## src/rtl/gnd_pkg.sv

```systemverilog
package gnd_pkg;

	localparam int SW    = 10;
	localparam int LW    = 32;
	localparam int DIM_W = 6;
	localparam int CFG_IW = 1;
	localparam int MAX_DIM = 32;

	localparam logic [CFG_IW-1:0] REG_FIRST_DIM  = 1'd0;
	localparam logic [CFG_IW-1:0] REG_SECOND_DIM = 1'd1;

	localparam logic ACT_WRITE = 1'b0;
	localparam logic ACT_QUERY = 1'b1;

	typedef enum logic [3:0] {
		OP_NONE,
		OP_LOAD,
		OP_AREA,
		OP_RANGE,
		OP_WRITE,
		OP_SPLIT,
		OP_CUT,
		OP_LEAF,
		OP_ADDR,
		OP_READ,
		OP_EMIT
	} op_t;

	typedef enum logic [2:0] {
		C_ALWAYS,
		C_REQ,
		C_WRITE,
		C_HIT,
		C_LEAF,
		C_SEP,
		C_LEAF_END,
		C_OUT_FREE
	} cond_t;

	typedef enum logic [3:0] {
		ST_ACCEPT,
		ST_AREA,
		ST_WRITE,
		ST_RANGE,
		ST_SPLIT,
		ST_CUT,
		ST_LEAF,
		ST_ADDR,
		ST_READ,
		ST_EMIT
	} step_t;

	typedef struct packed {
		op_t   op;
		cond_t cond;
		step_t jt;
		step_t jf;
	} uword_t;

	typedef struct packed {
		logic req;
		logic write;
		logic hit;
		logic leaf;
		logic sep;
		logic leaf_end;
		logic out_free;
	} flags_t;

	function automatic uword_t microcode(step_t s);
		uword_t w;
		unique case (s)
			ST_ACCEPT: w = '{OP_LOAD,  C_REQ,      ST_AREA,   ST_ACCEPT};
			ST_AREA:   w = '{OP_AREA,  C_WRITE,    ST_WRITE,  ST_RANGE};
			ST_WRITE:  w = '{OP_WRITE, C_ALWAYS,   ST_EMIT,   ST_EMIT};
			ST_RANGE:  w = '{OP_RANGE, C_HIT,      ST_SPLIT,  ST_EMIT};
			ST_SPLIT:  w = '{OP_SPLIT, C_LEAF,     ST_LEAF,   ST_CUT};
			ST_CUT:    w = '{OP_CUT,   C_SEP,      ST_ADDR,   ST_SPLIT};
			ST_LEAF:   w = '{OP_LEAF,  C_LEAF_END, ST_ADDR,   ST_LEAF};
			ST_ADDR:   w = '{OP_ADDR,  C_ALWAYS,   ST_READ,   ST_READ};
			ST_READ:   w = '{OP_READ,  C_ALWAYS,   ST_EMIT,   ST_EMIT};
			ST_EMIT:   w = '{OP_EMIT,  C_OUT_FREE, ST_ACCEPT, ST_EMIT};
			default:   w = '{OP_NONE,  C_ALWAYS,   ST_ACCEPT, ST_ACCEPT};
		endcase
		return w;
	endfunction

endpackage

```

## src/rtl/gnd_seq.sv

```systemverilog
module gnd_seq
	import gnd_pkg::*;
(
	input  logic   clk,
	input  logic   arst_n,
	input  flags_t flags,
	output op_t    op
);

	step_t  pc_q;
	step_t  pc_d;
	uword_t word;
	logic   taken;

	always_ff @(posedge clk or negedge arst_n) begin
		if (!arst_n) begin
			pc_q <= ST_ACCEPT;
		end else begin
			pc_q <= pc_d;
		end
	end

	always_comb begin
		word = microcode(pc_q);
		unique case (word.cond)
			C_ALWAYS:   taken = 1'b1;
			C_REQ:      taken = flags.req;
			C_WRITE:    taken = flags.write;
			C_HIT:      taken = flags.hit;
			C_LEAF:     taken = flags.leaf;
			C_SEP:      taken = flags.sep;
			C_LEAF_END: taken = flags.leaf_end;
			C_OUT_FREE: taken = flags.out_free;
		endcase
		pc_d = taken ? word.jt : word.jf;
		op   = word.op;
	end

endmodule

```

## config.mk

```make
export PLATFORM = sky130hd
export DESIGN_NAME = gnd_seq
export DESIGN_NICKNAME = d
export VERILOG_FILES = /design/src/rtl/gnd_pkg.sv /design/src/rtl/gnd_seq.sv
export SDC_FILE = /design/constraint.sdc
export NUM_CORES = 1
export LEC_CHECK = 0
export BUFFER_PORTS_ARGS = -buffer_cell sky130_fd_sc_hd__buf_4
export CORE_AREA = 2 2 39 41
export CTS_CLUSTER_DIAMETER = 60
export DETAILED_ROUTE_END_ITERATION = 8
export DIE_AREA = 0 0 41 43
export PLACE_DENSITY = 0.77
export SLEW_MARGIN = 20
export SYNTH_ARGS = -nofsm -noshare
export SYNTH_HDL_FRONTEND = slang
export SYNTH_SLANG_ARGS = --single-unit
```

## constraint.sdc

```tcl
create_clock -name clk -period 2.6 [get_ports clk]
set_clock_uncertainty 0.2 [all_clocks]
set_input_delay 0.52 -clock clk [delete_from_list [all_inputs] [get_ports clk]]
set_output_delay 0.52 -clock clk [all_outputs]
set_load 0.05 [all_outputs]
```

; ---- After elaboration in Yosys (flattened, before gate mapping)
; Memory sizes are Yosys's and may differ from the RTL's.
; Cells that the tools add are included.
[op_classes]
n_addsub = 0
multipliers = 0
div = 0
order_cmp = 0
n_eq_ne = 7
shift = 0
n_mux = 2
bitwise_logic = 0
reduce_logical = 1
[ops]
columns = cell, n
row1 = $eq 3x3->1 const B, 4
row2 = $pmux 1 s8, 1
row3 = $eq 3x2->1 const B, 2
row4 = $mux 4, 1
row5 = $eq 3x1->1 const B, 1
row6 = $logic_not 3->1, 1
[word_totals]
ff_bits = 4
latchBits = 0
mem_bits_rw = 0
mem_bits_ro = 240
in_bits = 9
output_inout_bits = 4
elab_cells = 12
memories = 1
[memory_table]
columns = memory, depth, width, rd, rd_clocked_by_memory_dff, write_ports, line_no
row1 = (no name shown), 16, 15, 1, 0, 0, gnd_pkg.sv:72  ; unique case (s)

; ---- Depth between registers and ports, before layout
; Gate-level depths: netlist of run 1.
; An unclocked memory read counts as a cell.
[logic_depth]
word_depth = 4
depth_mapped = 8
mapped_depth_nobuf = 7

; ---- Worst setup path before layout of run 1
; No wires, ideal clock.
[synth_timing]
path_kind = register to output
startpoint = reg pc_q[2]
endpoint = out op[3]
t_arrival_ps = 1951
required_ps = 1880
slack_ps = -71
path_stages_with_launch = 4
n_path_buf = 2
cell_sequence = dfrtp_1 buf_6 clkbuf_1 o31ai_1
[synth_between]
elab_chain_len = 1
[synth_rtl]
columns = item, line_no
row1 = start: declaration, gnd_seq.sv:10  ; step_t pc_q;
row2 = start signal: assignment, gnd_seq.sv:19  ; pc_q <= pc_d;
row3 = $mem_v2 16x15, -
row4 = end: declaration, gnd_seq.sv:7  ; output op_t op
; Every way passes these cells.

; ---- Worst setup path after layout of run 1
; Same ends and word-level chain as after synthesis.

==> flow_summary.ini, run 1 <==
[run_status]
run_status = complete, no violations

[route]
avgRoutedWirePerCell_um = 12.9
drtPass1Iterations = 4
postRouteAntennaNets = 0
vias = 548
wirelength_um = 1280
first_iter_violations = 17
viasPerCell = 5.54
drc_errors = 0

[setup_path]
worstSetupPathType = flop to output port
worstPathRequired_ps = 1880
cp.arrival_ps = 1710
critPathCaptureType = output port
cp_max_fo = 12
critPathLaunchType = flop

[final_layout]
final_layout_size_suffix_gt1_share_pct = 32.5
top_register = pc_q
final_common_cell = buf_4
finalNetCount = 98
seq_area_sq_um = 100
num-fill-cells = 135
multi_input_area_sq_um = 457
layout_common_cells = buf_4, nor2_1, o21ai_0
area_growth_pct = 24.8
antenna_cells = 0
top_regs = pc_q (4)
largest_reg_flops = 4

[clock_network]
holdBufCountCts = 1
clk_pin_slew_worst_paths_ps = 40
postCtsResizedCells = 0
clock_sinks = 4
htree_num_levels = 1
clk_latency_ps = 230
numCtsBuffers = 3
cts_tree = done
clockBufferDepth = 2
post_cts_buffers = 0
cts_root_buf = clkbuf_4

[logic_synthesis]
ys_seq_area_share_pct = 16.9
synthTopCellsByArea = dfrtp_1, ha_1, mux2i_1
synth.largest_area_cell = dfrtp_1
syn-num-nets = 82
synthXorXnorAreaFrac_pct = 1.48
synthCells = 69
synthAdderAreaFrac_pct = 8.47
synthMuxAreaShare_pct = 13.8
ys_ff_latch = 4
synth_top_family_by_area = compound AO/OA/AOI/OAI gates
synth_top_area_share_pct = 16.9
syn_area_sq_um = 591
avgSynthCellArea_sq_um = 8.56
synthFlopType = dfrtp_1
synth_compound_area_share_pct = 27.5
synth_edf_count = 0
async_reset_ff_share_pct = 100
ys_warn_count = 0
ys_types = 33
synth_simple_gate_area_share_pct = 24.2

[placement]
port_buffers = 12
dp_hpwl_um = 952
gp_congestion = 0.858

[run]
max_cap_violations = 0

[min_path]
hold_path.class = input pin to async pin

[sta]
fmaxAchievable_mhz = 412
slew_headroom_pct = 58.3
tightest_slew_ps = 626
fin_tns_setup_ps = 0
rsz0062_at_grt = false
finalCritPeriodShare_pct = 93.3
finalCriticalPeriod_ps = 2430
maxSlewViolCount = 0
finalHoldViolCount = 0
finalSetupViolCount = 0

[floorplanning]
fp.dieW_um = 41
die_h_um = 43
io-pin-count = 13
initial_core_util_pct = 42.7
die_area_sq_um = 1760
num_rows = 14
core_area_sq_um = 1380

[global_route]
overflow = 0
track_usage_pct = 16.4
grt_start_max_net_pins = 20
first_global_vias = 487
antenna_found_initial = 0
grt_pass1_wl_um = 2000
-- cell families (layout without fill, tap and decap cells) --
kind of cell               Yosys count  in the layout
muxes                                7              7
adders and majority gates            4              4
and+or+nand+nor                     22             22
buffers and inverters                9             23
AOI/OAI and AO/OA                   22             22
xor gates and xnor gates             1              1
DFF                                  4              4
-- per-stage QoR --
step / std cells / setup slack, ps / area [sq um] / hold WS [ps] / util (%)
3_5_place_dp: 95 / 271 / 704 / 117 / 50.9
5_1_grt: 99 / 75.5 / 737 / 421 / 53.3
6_report: 99 / 174 / 737 / 416 / 53.3
3_3_place_gp: 95 / 277 / 704 / 117 / 50.9
2_1_floorplan: 69 / 255 / 602 / 24.4 / -
4_1_cts: 99 / 183 / 737 / 411 / 53.3
-- area by class of cell --
cell class	count	area share (%)
Clock buffer	3	3.06
Inverter	4	2.04
Multi-Input combinational cell	56	62.0
Sequential cell	4	13.6
Tap cell	16	2.72
Timing Repair Buffer	16	16.6
-- metal layers --
layer  global-route usage (%)  wire length [um]  up-vias
met4                     2.00                 0        0
met2                     26.3               584       13
met3                     4.71                47        0
li1                         -                 -      280
met1                     21.7               643      255
met5                        0                 0        -
-- critical path: stages, from the launching register on --
cell and delay, ps:
dfrtp_1 620, buf_4 250, nor2b_1 180, nand2_1 120, o31ai_2 70, buf_4 230
-- synth_stat cells, drive strengths merged (2+ instances only) --
library cell and number:
inv 4, nor2b 3, a21oi 4, o22ai 4
mux2i 4, nand2 4, nand3b 3, nor2 6
o31ai 2, nand2b 2, ha 4, dfrtp 4
o21ai 6, buf 4, mux2 3
-- worst paths after layout --
| kind | from | end | slack (ps) | cells past startpoint |
|---|---|---|---|---|
| worst max-delay path | pc_q[2] | op[3] | 170 | 5 |
| worst min-delay path | arst_n | pc_q[1] | 420 | 2 |
| worst max register to register | pc_q[1] | pc_q[0] | 240 | 7 |
| worst min register to register | pc_q[0] | pc_q[1] | 600 | 4 |
| max in group asynchronous | arst_n | pc_q[0] | 1680 | 2 |
| min in group clk | pc_q[0] | pc_q[1] | 600 | 4 |
Power of run 1 is left out: the tool's default activity adds up to more than one toggle a clock period on the data nets, which glitch-free logic cannot reach.
==> inputs of run 2 (changes only) <==
--- a/config.mk
+++ b/config.mk
@@ -11,4 +11,5 @@
 export DETAILED_ROUTE_END_ITERATION = 8
 export DIE_AREA = 0 0 41 43
+export GPL_ROUTABILITY_DRIVEN = 1
 export PLACE_DENSITY = 0.77
 export SLEW_MARGIN = 20
==> constraint.sdc (replaced) <==
create_clock -name clk -period 2.6 [get_ports clk]
set_clock_uncertainty 0.2 [all_clocks]
set_input_delay 0.65 -clock clk [delete_from_list [all_inputs] [get_ports clk]]
set_output_delay 0.65 -clock clk [all_outputs]
set_load 0.05 [all_outputs]
==> run 2 against run 1 <==
  * Routed wire length is 2.0% higher
  * Fmax grew 0.10%
  * Sequential cell count unchanged
  * Non-clock buffer count stayed put
  * Setup slack better by 2.5 ps
  * Global-route usage fell by 0.59 points
  * Register-to-register slack better by 20 ps
  * Highest routed layer is now met4
==> flow_summary.ini, run 2 (synthesized netlist as in run 1, its figures left out) <==
[floorplanning]
die_h_um = 43
initial_core_util_pct = 42.7
die_area_sq_um = 1760
fp.dieW_um = 41
core_area_sq_um = 1380
io-pin-count = 13
num_rows = 14

[clock_network]
cts_root_buf = clkbuf_4
post_cts_buffers = 0
clock_sinks = 4
clk_pin_slew_worst_paths_ps = 40
clk_latency_ps = 240
cts_tree = done
numCtsBuffers = 3
htree_num_levels = 1
clockBufferDepth = 2

[route]
viasPerCell = 5.69
wirelength_um = 1300
first_iter_violations = 9
postRouteAntennaNets = 0
vias = 563
drtPass1Iterations = 5
avgRoutedWirePerCell_um = 13.1
drc_errors = 0

[setup_path]
r2r-start = pc_q[1]
critPathBufInv = 2
critPathMaxStageDelay_ps = 390
worstRegToRegCells = 7
worstPathRequired_ps = 1750
critPathCaptureType = output port
critPathLaunchType = flop
crit_family = flip-flops
cp.arrival_ps = 1570
cp_slowest_cell = dfrtp_1
cp_max_fo = 6
startpoint = pc_q[1]
cp_cell_sequence = inv_1 > ha_4 > nor2_1 > a21oi_1 > o22ai_2 > buf_4
worstSetupPathType = flop to output port
cp.depth = 6

[final_layout]
antenna_cells = 0
top_regs = pc_q (4)
final_util_pct = 54.2
largest_reg_flops = 4
final_layout_size_suffix_gt1_share_pct = 34.9
top_register = pc_q
finalNetCount = 98
layout_common_cells = buf_4, nor2_1, o21ai_0
final_common_cell = buf_4
area_growth_pct = 27.1

[placement]
gp_congestion = 0.890
dp_hpwl_um = 997
port_buffers = 12
dpl_worst_slack_ps = 259

[global_route]
grt_start_max_net_pins = 20
track_usage_pct = 15.8
antenna_found_initial = 0
grt_pass1_wl_um = 1920
first_global_vias = 480
overflow = 0

[sta]
tightest_slew_ps = 486
finalCritPeriodShare_pct = 93.2
fin_ws_ps = 177
finalSetupViolCount = 0
rsz0062_at_grt = false
finalCriticalPeriod_ps = 2420
fmaxAchievable_mhz = 413
slew_headroom_pct = 67.6
maxSlewViolCount = 0
finalHoldViolCount = 0
fin_tns_setup_ps = 0

[run_status]
run_status = complete, no violations

[run]
max_cap_violations = 0

[min_path]
hold_path.class = input pin to async pin
==> run 2: repair_timing <==
item | in CTS | in global routing
hold buffers | 1 | 0
endpoints found under the setup margin | 0 | 2
resized for setup | 0 | 3
endpoints found under the hold margin | 2 | 0
==> run 2: through the flow <==
stage	cell area (sq um)	instances	hold WS [ps]
final	751	99	540
after global routing	751	99	540
after CTS	737	99	539
after detailed placement	704	95	249
after global placement	704	95	246
after floorplan	602	69	154
==> run 2: layer usage <==
metal / share of wire, % / track usage (%) / routed length, um
met4: 0.69 / 6.00 / 9
met3: 6.8 / 1.57 / 88
met5: 0 / 0 / 0
met2: 48 / 26.6 / 630
met1: 44 / 19.5 / 573
==> run 2: worst register-to-register path: stages, from the launching register on <==
cell,delay [ps]
dfrtp_1,400
inv_1,160
ha_1,300
o21ai_0,140
a2bb2oi_1,140
a221o_1,300
o22ai_4,260
mux2_4,330
==> run 2: path summary, 6_finish.rpt <==
path	slack [ps]	endpoint
max in group asynchronous	1550	pc_q[1]
setup / recovery	180	op[0]
setup reg to reg	260	pc_q[0]
hold reg to reg	580	pc_q[1]
min in group clk	580	pc_q[1]
hold / removal	540	pc_q[3]
==> run 2: final cells by class <==
| class | instances | area, sq um |
|---|---|---|
| Fill cell | 129 | 633 |
| Sequential cell | 4 | 101 |
| Inverter | 4 | 15.0 |
| Clock buffer | 3 | 22.5 |
| Multi-Input combinational cell | 56 | 469 |
| Timing Repair Buffer | 16 | 123 |
| Tap cell | 16 | 20.0 |
Power of run 2 is left out for the same reason.
==> inputs of run 3 (changes only) <==
- ABC_CLOCK_PERIOD_IN_PS: unset -> 2600
- RECOVER_POWER: unset -> 25
==> run 3 against run 2 <==
  * Utilization down 0.27 points
  * Setup slack is the same
  * Sequential share of layout area increased by 0.068 points
  * Sequential cell count unchanged
  * Global-route usage unchanged
  * Fmax stayed put
  * Cell count is the same
  * Routed wire length shrank 0.15%
  * Critical path depth stayed put
  * First-iteration DRC count unchanged
  * Die area did not move
==> flow_summary.ini, run 3 (synthesized netlist as in run 1, its figures left out) <==
[run_status]
run_status = complete, no violations

[sta]
maxSlewViolCount = 0
fin_tns_setup_ps = 0
fin_ws_ps = 177
finalCritPeriodShare_pct = 93.2
fmaxAchievable_mhz = 413
finalCriticalPeriod_ps = 2420
rsz0062_at_grt = false
finalSetupViolCount = 0
slew_headroom_pct = 67.6
tightest_slew_ps = 486
finalHoldViolCount = 0

[setup_path]
r2r_end = pc_q[0]
worstPathRequired_ps = 1750
worstSetupPathType = flop to output port
startpoint = pc_q[1]
worstRegToRegCells = 7
r2r_slack_ps = 260
critPathCaptureType = output port
cp.arrival_ps = 1570
cp_max_fo = 6
r2r-start = pc_q[1]
critPathLaunchType = flop

[global_route]
grt_use_met3_pct = 1.57
track_usage_pct = 15.8
grt_pass1_wl_um = 1920
first_global_vias = 480
grtUsageMet2_pct = 26.6
overflow = 0
antenna_found_initial = 0
grt_start_max_net_pins = 20
grt_busiest_layer = met2
grtUsageMet1_pct = 19.5

[route]
viasPerCell = 5.69
vias = 563
first_iter_violations = 9
drtPass1Iterations = 5
wirelength_um = 1300
avgRoutedWirePerCell_um = 13.1
drc_errors = 0
postRouteAntennaNets = 0

[final_layout]
final_common_cell = buf_4
seq_area_sq_um = 101
multi_input_area_sq_um = 469
layout.cells.non_filler = 99
top_register = pc_q
num-fill-cells = 131
top_regs = pc_q (4)
area_growth_pct = 26.5
largest_reg_flops = 4
antenna_cells = 0
final_layout_size_suffix_gt1_share_pct = 33.7
layout_common_cells = buf_4, nor2_1, o21ai_0
finalNetCount = 98

[placement]
gp_congestion = 0.890
place_inst = 95
dp_hpwl_um = 997
port_buffers = 12
dpl_worst_slack_ps = 259

[clock_network]
numCtsBuffers = 3
cts_tree = done
clock_sinks = 4
clk_pin_slew_worst_paths_ps = 40
clockBufferDepth = 2
cts_root_buf = clkbuf_4
htree_num_levels = 1
clk_latency_ps = 240

[floorplanning]
die_h_um = 43
core_area_sq_um = 1380
die_area_sq_um = 1760
io-pin-count = 13
fp.dieW_um = 41
num_rows = 14
initial_core_util_pct = 42.7

[min_path]
hold_path.class = input pin to async pin

[run]
max_cap_violations = 0
==> run 3: changes by cell type in the layout (fill, tap and decap cells not counted) <==
cell	delta
buf_4	-1
clkbuf_1	+1
==> run 3: per-stage QoR <==
stage	hold slack, ps	area (sq um)	utilization [%]
detailed placement	249	704	50.9
global route	590	747	54.0
global placement	246	704	50.9
floorplan	154	602	-
finish	568	747	54.0
CTS	539	737	53.3
==> run 3: layout make-up <==
class	instances	area share, %
Multi-Input combinational cell	56	62.8
Timing Repair Buffer	16	15.9
Sequential cell	4	13.6
Clock buffer	3	3.02
Tap cell	16	2.68
Inverter	4	2.01
==> run 3: worst max-delay path, cell delays in order, from the launching register on <==
cell     delay, ps
dfrtp_1        390
inv_1          120
ha_4           320
nor2_1          50
a21oi_1        160
o22ai_2        100
buf_4          210
==> run 3: per-layer routing <==
layer  routed length (um)  vias up  share of wire, %
met5                    0        -                 0
met2                  629       26                48
met4                    9        0              0.69
met1                  571      253                44
li1                     -      282                 -
met3                   88        2               6.8
==> run 3: how the worst max path moves through the flow <==
| stage | endpoint |
|---|---|
| floorplan | op[1] |
| global placement | pc_q[3] |
| detailed placement | pc_q[0] |
| CTS | op[0] |
| global route | op[0] |
| finish | op[0] |
==> run 3: timing repair <==
action | 4_1_cts | 5_1_grt
gates resized for setup | 0 | 3
buffers inserted | 0 | 0
hold buffers | 1 | 0
hold endpoints to repair | 2 | 0
endpoints found under the setup margin | 0 | 2
Power of run 3 is left out for the same reason.
